## src/rtl/ppsc_pkg.sv

```systemverilog
// Shared types for the preemptive priority scheduler.
// No dependencies; imported by ppsc_cell and the top level.
package ppsc_pkg;

  localparam int unsigned REM_W = 16;

  // One loaded process record, id in the lowest bits.
  typedef struct packed {
    logic [7:0]       prio;
    logic [REM_W-1:0] burst;
    logic [15:0]      arr;
    logic [7:0]       id;
  } rec_t;

endpackage

```

## src/rtl/preemptive_priority_scheduler_core.sv

```systemverilog
// Preemptive priority scheduler: process records circulate in a ring of MAX_PROCS cells.
// Load: one record per cycle. Scheduling: one pass over all MAX_PROCS cells and
// then S_DECIDE per event (arrival or completion), at most 2n + 1 passes for n records.
// Results: one per record, one per cycle from record 0 at the head unless stalled.
// Reset (rst, synchronous) clears valid bits and counters at once; no clearing pass.
module preemptive_priority_scheduler_core
  import ppsc_pkg::*;
#(
  parameter int MAX_PROCS = 16
) (
  input  logic         clk,
  input  logic         rst,
  input  logic         s_tvalid,
  output logic         s_tready,
  input  logic [47:0]  s_tdata,   // process_id, arrival_time, burst_time, priority_req
  input  logic         s_tlast,
  output logic         m_tvalid,
  input  logic         m_tready,
  output logic [119:0] m_tdata,   // process_id_res, completion_time, turnaround_time,
                                  // waiting_time, total_turnaround, total_waiting, pad
  output logic         m_tlast
);

  localparam int IDX_W = (MAX_PROCS > 1) ? $clog2(MAX_PROCS) : 1;
  localparam int CNT_W = $clog2(MAX_PROCS + 1);
  localparam int NOW_W = 17 + $clog2(MAX_PROCS);
  localparam int SUM_W = 24;

  typedef enum logic [3:0] {
    S_LOAD   = 4'b0001,
    S_SCAN   = 4'b0010,
    S_DECIDE = 4'b0100,
    S_OUT    = 4'b1000
  } state_t;

  state_t           state;
  logic [CNT_W-1:0] loaded_cnt, fin_cnt;
  logic [IDX_W-1:0] scan_cnt, out_idx, pick_idx, best_idx;
  logic [NOW_W-1:0] now;
  logic             pick_v, best_v, next_v;
  logic [REM_W-1:0] run, best_rem;
  logic [15:0]      best_arr, next_arr;
  logic [7:0]       best_prio;
  logic [SUM_W-1:0] tot_tat, tot_wt;

  // ring
  logic             q_v   [MAX_PROCS];
  logic             q_dn  [MAX_PROCS];
  rec_t             q_rec [MAX_PROCS];
  logic [REM_W-1:0] q_rem [MAX_PROCS];
  logic [NOW_W-1:0] q_fin [MAX_PROCS];
  logic [IDX_W-1:0] q_idx [MAX_PROCS];

  logic             ring_en, ring_clr;
  logic             t_v, t_dn;
  rec_t             t_rec;
  logic [REM_W-1:0] t_rem;
  logic [NOW_W-1:0] t_fin;
  logic [IDX_W-1:0] t_idx;

  for (genvar i = 0; i < MAX_PROCS; i++) begin : g_ring
    if (i == MAX_PROCS - 1) begin : g_tail
      ppsc_cell #(.IDX_W(IDX_W), .NOW_W(NOW_W)) u_cell (
        .clk(clk), .rst(rst), .en(ring_en), .clr(ring_clr),
        .d_v(t_v), .d_dn(t_dn), .d_rec(t_rec), .d_rem(t_rem), .d_fin(t_fin), .d_idx(t_idx),
        .q_v(q_v[i]), .q_dn(q_dn[i]), .q_rec(q_rec[i]), .q_rem(q_rem[i]),
        .q_fin(q_fin[i]), .q_idx(q_idx[i])
      );
    end else begin : g_mid
      ppsc_cell #(.IDX_W(IDX_W), .NOW_W(NOW_W)) u_cell (
        .clk(clk), .rst(rst), .en(ring_en), .clr(ring_clr),
        .d_v(q_v[i+1]), .d_dn(q_dn[i+1]), .d_rec(q_rec[i+1]), .d_rem(q_rem[i+1]),
        .d_fin(q_fin[i+1]), .d_idx(q_idx[i+1]),
        .q_v(q_v[i]), .q_dn(q_dn[i]), .q_rec(q_rec[i]), .q_rem(q_rem[i]),
        .q_fin(q_fin[i]), .q_idx(q_idx[i])
      );
    end
  end

  // input side
  logic             s_accept, room;
  logic [REM_W-1:0] burst_in, burst_eff;
  rec_t             new_rec;

  assign s_tready  = (state == S_LOAD);
  assign s_accept  = s_tvalid && s_tready;
  assign room      = (loaded_cnt < CNT_W'(MAX_PROCS));
  assign burst_in  = s_tdata[39:24];
  assign burst_eff = (burst_in == '0) ? REM_W'(1) : burst_in;
  assign new_rec   = '{prio: s_tdata[47:40], burst: burst_eff, arr: s_tdata[23:8],
                       id: s_tdata[7:0]};

  // head: apply last decision, then evaluate
  logic             upd, fin_hit, done_u, elig, fut, better, sooner;
  logic [REM_W-1:0] rem_u;
  logic [NOW_W-1:0] fin_u, arr_h;

  assign upd     = q_v[0] && pick_v && (q_idx[0] == pick_idx);
  assign rem_u   = upd ? (q_rem[0] - run) : q_rem[0];
  assign fin_hit = upd && (rem_u == '0);
  assign done_u  = q_dn[0] || fin_hit;
  assign fin_u   = fin_hit ? now : q_fin[0];
  assign arr_h   = NOW_W'(q_rec[0].arr);
  assign elig    = q_v[0] && !done_u && (arr_h <= now);
  assign fut     = q_v[0] && !done_u && (arr_h > now);
  assign better  = !best_v || (q_rec[0].prio > best_prio) ||
                   ((q_rec[0].prio == best_prio) && ((q_rec[0].arr < best_arr) ||
                    ((q_rec[0].arr == best_arr) && (q_idx[0] < best_idx))));
  assign sooner  = !next_v || (q_rec[0].arr < next_arr);

  // decision after a full pass
  logic [NOW_W-1:0] gap;
  logic [REM_W-1:0] run_sel;

  assign gap     = NOW_W'(next_arr) - now;
  assign run_sel = (next_v && (gap < NOW_W'(best_rem))) ? gap[REM_W-1:0] : best_rem;

  // output side
  logic             can_emit, emit_match, emit, out_last;
  logic [NOW_W-1:0] tat, wt;
  logic [SUM_W-1:0] tot_tat_next, tot_wt_next;

  assign can_emit     = !m_tvalid || m_tready;
  assign emit_match   = q_v[0] && (q_idx[0] == out_idx);
  assign emit         = (state == S_OUT) && emit_match && can_emit;
  assign out_last     = (out_idx == IDX_W'(loaded_cnt - CNT_W'(1)));
  assign tat          = q_fin[0] - arr_h;
  assign wt           = tat - NOW_W'(q_rec[0].burst);
  assign tot_tat_next = tot_tat + SUM_W'(tat);
  assign tot_wt_next  = tot_wt + SUM_W'(wt);

  always_comb begin
    t_v   = q_v[0];
    t_dn  = q_dn[0];
    t_rec = q_rec[0];
    t_rem = q_rem[0];
    t_fin = q_fin[0];
    t_idx = q_idx[0];
    ring_en = 1'b0;
    case (state)
      S_LOAD: begin
        t_v     = 1'b1;
        t_dn    = 1'b0;
        t_rec   = new_rec;
        t_rem   = burst_eff;
        t_idx   = IDX_W'(loaded_cnt);
        ring_en = s_accept && room;
      end
      S_SCAN: begin
        t_dn    = done_u;
        t_rem   = rem_u;
        t_fin   = fin_u;
        ring_en = 1'b1;
      end
      S_OUT: begin
        ring_en = !(emit_match && !can_emit);
      end
      default: begin
        ring_en = 1'b0;
      end
    endcase
  end

  assign ring_clr = emit && out_last;

  always_ff @(posedge clk) begin
    if (rst) begin
      state      <= S_LOAD;
      loaded_cnt <= '0;
      fin_cnt    <= '0;
      now        <= '0;
      pick_v     <= 1'b0;
      best_v     <= 1'b0;
      next_v     <= 1'b0;
      scan_cnt   <= '0;
      out_idx    <= '0;
    end else begin
      case (state)
        S_LOAD: begin
          if (s_accept) begin
            if (room) loaded_cnt <= loaded_cnt + CNT_W'(1);
            if (s_tlast) begin
              state    <= S_SCAN;
              scan_cnt <= '0;
            end
          end
        end
        S_SCAN: begin
          scan_cnt <= scan_cnt + IDX_W'(1);
          if (fin_hit) fin_cnt <= fin_cnt + CNT_W'(1);
          if (elig && better) begin
            best_v    <= 1'b1;
            best_idx  <= q_idx[0];
            best_prio <= q_rec[0].prio;
            best_arr  <= q_rec[0].arr;
            best_rem  <= rem_u;
          end
          if (fut && sooner) begin
            next_v   <= 1'b1;
            next_arr <= q_rec[0].arr;
          end
          if (scan_cnt == IDX_W'(MAX_PROCS - 1)) state <= S_DECIDE;
        end
        S_DECIDE: begin
          best_v   <= 1'b0;
          next_v   <= 1'b0;
          scan_cnt <= '0;
          if (fin_cnt == loaded_cnt) begin
            state   <= S_OUT;
            out_idx <= '0;
            pick_v  <= 1'b0;
          end else if (!best_v) begin
            now    <= NOW_W'(next_arr);
            pick_v <= 1'b0;
            state  <= S_SCAN;
          end else begin
            now      <= now + NOW_W'(run_sel);
            run      <= run_sel;
            pick_idx <= best_idx;
            pick_v   <= 1'b1;
            state    <= S_SCAN;
          end
        end
        S_OUT: begin
          if (emit) begin
            if (out_last) begin
              state      <= S_LOAD;
              loaded_cnt <= '0;
              fin_cnt    <= '0;
              now        <= '0;
            end else begin
              out_idx <= out_idx + IDX_W'(1);
            end
          end
        end
        default: begin
          state <= S_LOAD;
        end
      endcase
    end
  end

  // result register
  always_ff @(posedge clk) begin
    if (rst) begin
      m_tvalid <= 1'b0;
      tot_tat  <= '0;
      tot_wt   <= '0;
    end else if (emit) begin
      m_tvalid <= 1'b1;
      tot_tat  <= out_last ? '0 : tot_tat_next;
      tot_wt   <= out_last ? '0 : tot_wt_next;
    end else if (m_tready) begin
      m_tvalid <= 1'b0;
    end
  end

  always_ff @(posedge clk) begin
    if (emit) begin
      m_tdata <= {3'b000, tot_wt_next, tot_tat_next, 20'(wt), 20'(tat),
                  21'(q_fin[0]), q_rec[0].id};
      m_tlast <= out_last;
    end
  end

  a_fin_le_loaded: assert property (@(posedge clk) disable iff (rst)
    fin_cnt <= loaded_cnt)
    else $error("finished count above loaded count");

  a_decide_exit: assert property (@(posedge clk) disable iff (rst)
    (state == S_DECIDE) |=> (state == S_SCAN || state == S_OUT))
    else $error("bad exit from decision cycle");

  a_run_nonzero: assert property (@(posedge clk) disable iff (rst)
    (state == S_SCAN && pick_v) |-> (run != '0))
    else $error("zero-length run scheduled");

  a_batch_clear: assert property (@(posedge clk) disable iff (rst)
    (emit && out_last) |=> (loaded_cnt == '0 && fin_cnt == '0 && now == '0 &&
                             m_tvalid && m_tlast))
    else $error("batch state not cleared after final transfer");

endmodule

```

## src/rtl/ppsc_cell.sv

```systemverilog
// One stage of the process ring: a record plus its run state.
// Depends on ppsc_pkg.
module ppsc_cell
  import ppsc_pkg::*;
#(
  parameter int IDX_W = 4,
  parameter int NOW_W = 21
) (
  input  logic             clk,
  input  logic             rst,
  input  logic             en,
  input  logic             clr,
  input  logic             d_v,
  input  logic             d_dn,
  input  rec_t             d_rec,
  input  logic [REM_W-1:0] d_rem,
  input  logic [NOW_W-1:0] d_fin,
  input  logic [IDX_W-1:0] d_idx,
  output logic             q_v,
  output logic             q_dn,
  output rec_t             q_rec,
  output logic [REM_W-1:0] q_rem,
  output logic [NOW_W-1:0] q_fin,
  output logic [IDX_W-1:0] q_idx
);

  always_ff @(posedge clk) begin
    if (rst || clr) begin
      q_v  <= 1'b0;
      q_dn <= 1'b0;
    end else if (en) begin
      q_v  <= d_v;
      q_dn <= d_dn;
    end
  end

  always_ff @(posedge clk) begin
    if (en) begin
      q_rec <= d_rec;
      q_rem <= d_rem;
      q_fin <= d_fin;
      q_idx <= d_idx;
    end
  end

endmodule
```

## config.mk

```make
export PLATFORM = sky130hd
export DESIGN_NAME = preemptive_priority_scheduler_core
export DESIGN_NICKNAME = d
export VERILOG_FILES = /design/src/rtl/ppsc_pkg.sv /design/src/rtl/preemptive_priority_scheduler_core.sv /design/src/rtl/ppsc_cell.sv
export SDC_FILE = /design/constraint.sdc
export NUM_CORES = 2
export LEC_CHECK = 0
export BUFFER_PORTS_ARGS = -buffer_cell sky130_fd_sc_hd__buf_4
export CAP_MARGIN = 20
export CELL_PAD_IN_SITES_DETAIL_PLACEMENT = 0
export CELL_PAD_IN_SITES_GLOBAL_PLACEMENT = 1
export CORE_UTILIZATION = 35
export CTS_CLUSTER_DIAMETER = 40
export CTS_CLUSTER_SIZE = 25
export DETAILED_ROUTE_END_ITERATION = 10
export PLACE_DENSITY_LB_ADDON = 0.3
export SYNTH_ARGS = -nofsm -noshare
export SYNTH_HDL_FRONTEND = slang
export SYNTH_HIERARCHICAL = 1
export SYNTH_SLANG_ARGS = --single-unit
```

## constraint.sdc

```tcl
create_clock -name clk -period 59.7 [get_ports clk]
set_input_delay 11.94 -clock clk [delete_from_list [all_inputs] [get_ports clk]]
set_output_delay 11.94 -clock clk [all_outputs]
set_load 0.03 [all_outputs]
```

==> impl_metrics.ini <==
[drt]
vias_per_cell = 4.74
drc = 0
dr_total_vias = 30893
dr.pass1.iters = 7
wl_um = 128000
wire_per_inst_um = 19.6
drtIter0Drc = 2431
detail-route-antenna-nets = 0

[yosys]
synthFlopType = edfxtp_1
synth-adder-area-share = 0.0417
async_flop_share = 0
netlist_area_um2 = 63100
synthMuxAreaShare = 0.0110
ys_types = 80
ys_ff_latch = 1749
synth-edff-count = 1622
yosys_warnings = 6
yosysMostFrequentCell = edfxtp_1
synth_top_area_cell = edfxtp_1
synth_xor_area_frac = 0.0167
synth_top_family_by_area = compound AO/OA/AOI/OAI gates
synth_common_cells = 1622 x edfxtp_1, 240 x nand2_1, 199 x ha_1
synthCells = 3574
yosysSeqAreaShare = 0.813
synth_compound_gate_area_share = 0.0540
synthSimpleGateAreaFrac = 0.0498
synth.avg_cell_area_um2 = 17.6
synthTopCellsByArea = edfxtp_1 77%, dfxtp_1 4.0%, ha_1 3.9%
yosysTopAreaCellShare = 0.773

[setup_path]
r2r-end = g_ring[1].g_mid.u_cell/q_rec[20]
r2r-start = state[1]
endpoint = g_ring[1].g_mid.u_cell/q_rec[20]
critical_path_class = primary input to register
cp.arrival_ns = 19.07
cp_max_fo = 85
start_kind = primary input
critPathLaunch = m_tready
critPathRequiredTime_ns = 60.12
critPathCaptureType = register
rrSetupSlack_ns = 50.72
ff2ff_path_depth = 12

[global_routing]
grt-ovfl-total = 0
grt_pass1_wl_um = 189000
grt_use_total = 0.139
antenna_found_initial = 4
grt_max_degree = 209
grt_pass1_vias = 30133

[clock_network]
clock_latency_ns = 0.83
ctsHoldBuffers = 0
post_cts_resized = 0
cts_buffers = 226
cts_tree = built
cts-root-buf = clkbuf_16
post-cts-setup-buffers = 0
path_clk_slew_ns = 0.06
clkSinkCount = 1749
cts_buffer_depth = 3
htreeDepth = 4

[sta]
setup_viol = 0
rsz0062_at_grt = no
hold_viol = 0
tns_ns = 0
worst_pin_slew_ns = 1.14
drv_slew = 0
fmax_mhz = 53.6
skew_ns = 0.0543
period_needed_ns = 18.65
fin_crit_sh = 0.312
relSlewSlack = 0.229

[floorplanning]
core_area_um2 = 179000
start_util = 0.353
rows = 155
die_w_um = 426
pin_count = 176
die_y_um = 426
dieArea_um2 = 182000

[flow_run]
maxCapViolCount = 0

[finish]
final_nets = 4222
fin_util = 0.424
postLayoutCellArea_um2 = 75700
antenna_cells = 0
final_cells = 6522
syn2layout_area_growth_pct = 20.1
final_layout_size_suffix_gt1_frac = 0.163

[place]
gp_congestion = 0.815
numPortBuffers = 172
dp_hpwl_um = 82700
placedCellCount = 6089
placed_area_um2 = 67500

[hold_path]
hold_path_class = register to register

[status]
outcome = complete, no violations

[power_and_ir_drop]
total_leakage_power_nw = 27.1
pwr_density_cell_nw_per_um2 = 47.4
max-vdd-ir-drop_mv = 0.0292
## state kept, by name, summed over array words and instances (netlist names), 15 cells and up
register and flops:
g_ring.g_tail.u_cell/q_rem 16, g_ring.g_tail.u_cell/q_rec 48, g_ring.g_mid.u_cell/q_fin 315, run 16, tot_tat 24, g_ring.g_tail.u_cell/q_fin 21, best_arr 16, g_ring.g_mid.u_cell/q_rem 240
g_ring.g_mid.u_cell/q_dn 15, now 21, g_ring.g_mid.u_cell/q_v 15, next_arr 16, m_tdata 117, tot_wt 24, g_ring.g_mid.u_cell/q_rec 720, best_rem 16
g_ring.g_mid.u_cell/q_idx 60
## critical path, stage by stage
cell,delay (ns)
buf_4,0.07
nand2b_1,0.20
o21ai_0,0.19
nand3_4,0.57
buf_4,0.78
buf_4,0.90
buf_4,0.80
buf_4,0.79
buf_4,0.84
buf_4,0.88
buf_4,0.79
## layer usage
metal / vias to the layer above / GRT usage / part of all wire
li1: 14576 / - / -
met1: 15534 / 0.195 / 0.47
met2: 589 / 0.220 / 0.47
met3: 194 / 0.0266 / 0.042
met4: 0 / 0.0415 / 0.021
met5: - / 0 / 0
## stage by stage
stage / power (mW) / hold WS, ns / setup slack, ns
final: 3.59 / 0.389 / 41.05
after global routing: 3.74 / 0.383 / 40.41
after CTS: 3.64 / 0.383 / 40.96
after detailed placement: 2.20 / 0.405 / 40.03
after global placement: 2.19 / 0.400 / 40.26
after floorplan: 2.42 / 0.400 / 1.64
## worst min-delay path by stage
stage / startpoint / to / slack [ns] / cells after the start
2_1_floorplan: g_ring[1].g_mid.u_cell/q_fin[0] / g_ring[0].g_mid.u_cell/q_fin[0] / 0.40 / 0
3_3_place_gp: g_ring[14].g_mid.u_cell/q_rec[16] / g_ring[13].g_mid.u_cell/q_rec[16] / 0.40 / 0
3_5_place_dp: g_ring[1].g_mid.u_cell/q_rec[10] / g_ring[0].g_mid.u_cell/q_rec[10] / 0.40 / 0
4_1_cts: g_ring[4].g_mid.u_cell/q_fin[9] / g_ring[3].g_mid.u_cell/q_fin[9] / 0.38 / 0
5_1_grt: g_ring[15].g_tail.u_cell/q_rem[1] / g_ring[14].g_mid.u_cell/q_rem[1] / 0.38 / 0
6_report: g_ring[4].g_mid.u_cell/q_fin[9] / g_ring[3].g_mid.u_cell/q_fin[9] / 0.39 / 0
## kinds of logic (layout without fill, tap and decap cells)
family,after synthesis,count (layout)
compound gates,529,529
xor+xnor,120,120
fa+ha+maj,206,206
buf+inv,230,821
flops,1749,1749
mux,67,67
other cells,1,3
simple gates,672,672
## power by group
group	switching, mW	internal, mW
clock	0.570	0.847
combinational	0.326	0.133
sequential	0.0695	1.64
## cells in the final DEF (no fill, tap or decap), types with 17 or more instances in the layout
| cell type | instances |
|---|---|
| edfxtp_1 | 1622 |
| nand2_1 | 240 |
| clkbuf_16 | 230 |
| buf_4 | 213 |
| ha_1 | 199 |
| inv_1 | 170 |
| o21ai_0 | 149 |
| nor2_1 | 134 |
| dfxtp_1 | 127 |
| a21oi_1 | 119 |
| nor3_1 | 78 |
| xnor2_1 | 77 |
| nand3_1 | 61 |
| mux2i_1 | 49 |
| inv_6 | 43 |
| xor2_1 | 40 |
| a21o_1 | 38 |
| o21a_1 | 33 |
| a22oi_1 | 33 |
| nand2b_1 | 27 |
| bufinv_16 | 26 |
| inv_8 | 25 |
| nor2b_1 | 23 |
| clkinvlp_4 | 23 |
| clkinv_4 | 19 |
| or3_1 | 18 |
| o211ai_1 | 18 |
| clkinv_2 | 18 |
| a31oi_1 | 17 |
| a211oi_1 | 17 |
| mux2_2 | 17 |
## cell type report
class / count / area [µm²]
clock inverter: 192 / 2360
tap: 2355 / 2950
inverter: 172 / 653
fill: 15705 / 103000
sequential: 1749 / 51200
clock buffer: 240 / 5810
multi-input combinational: 1597 / 11000
timing repair buffer: 217 / 1680
Power figures use the tool's default switching activity.
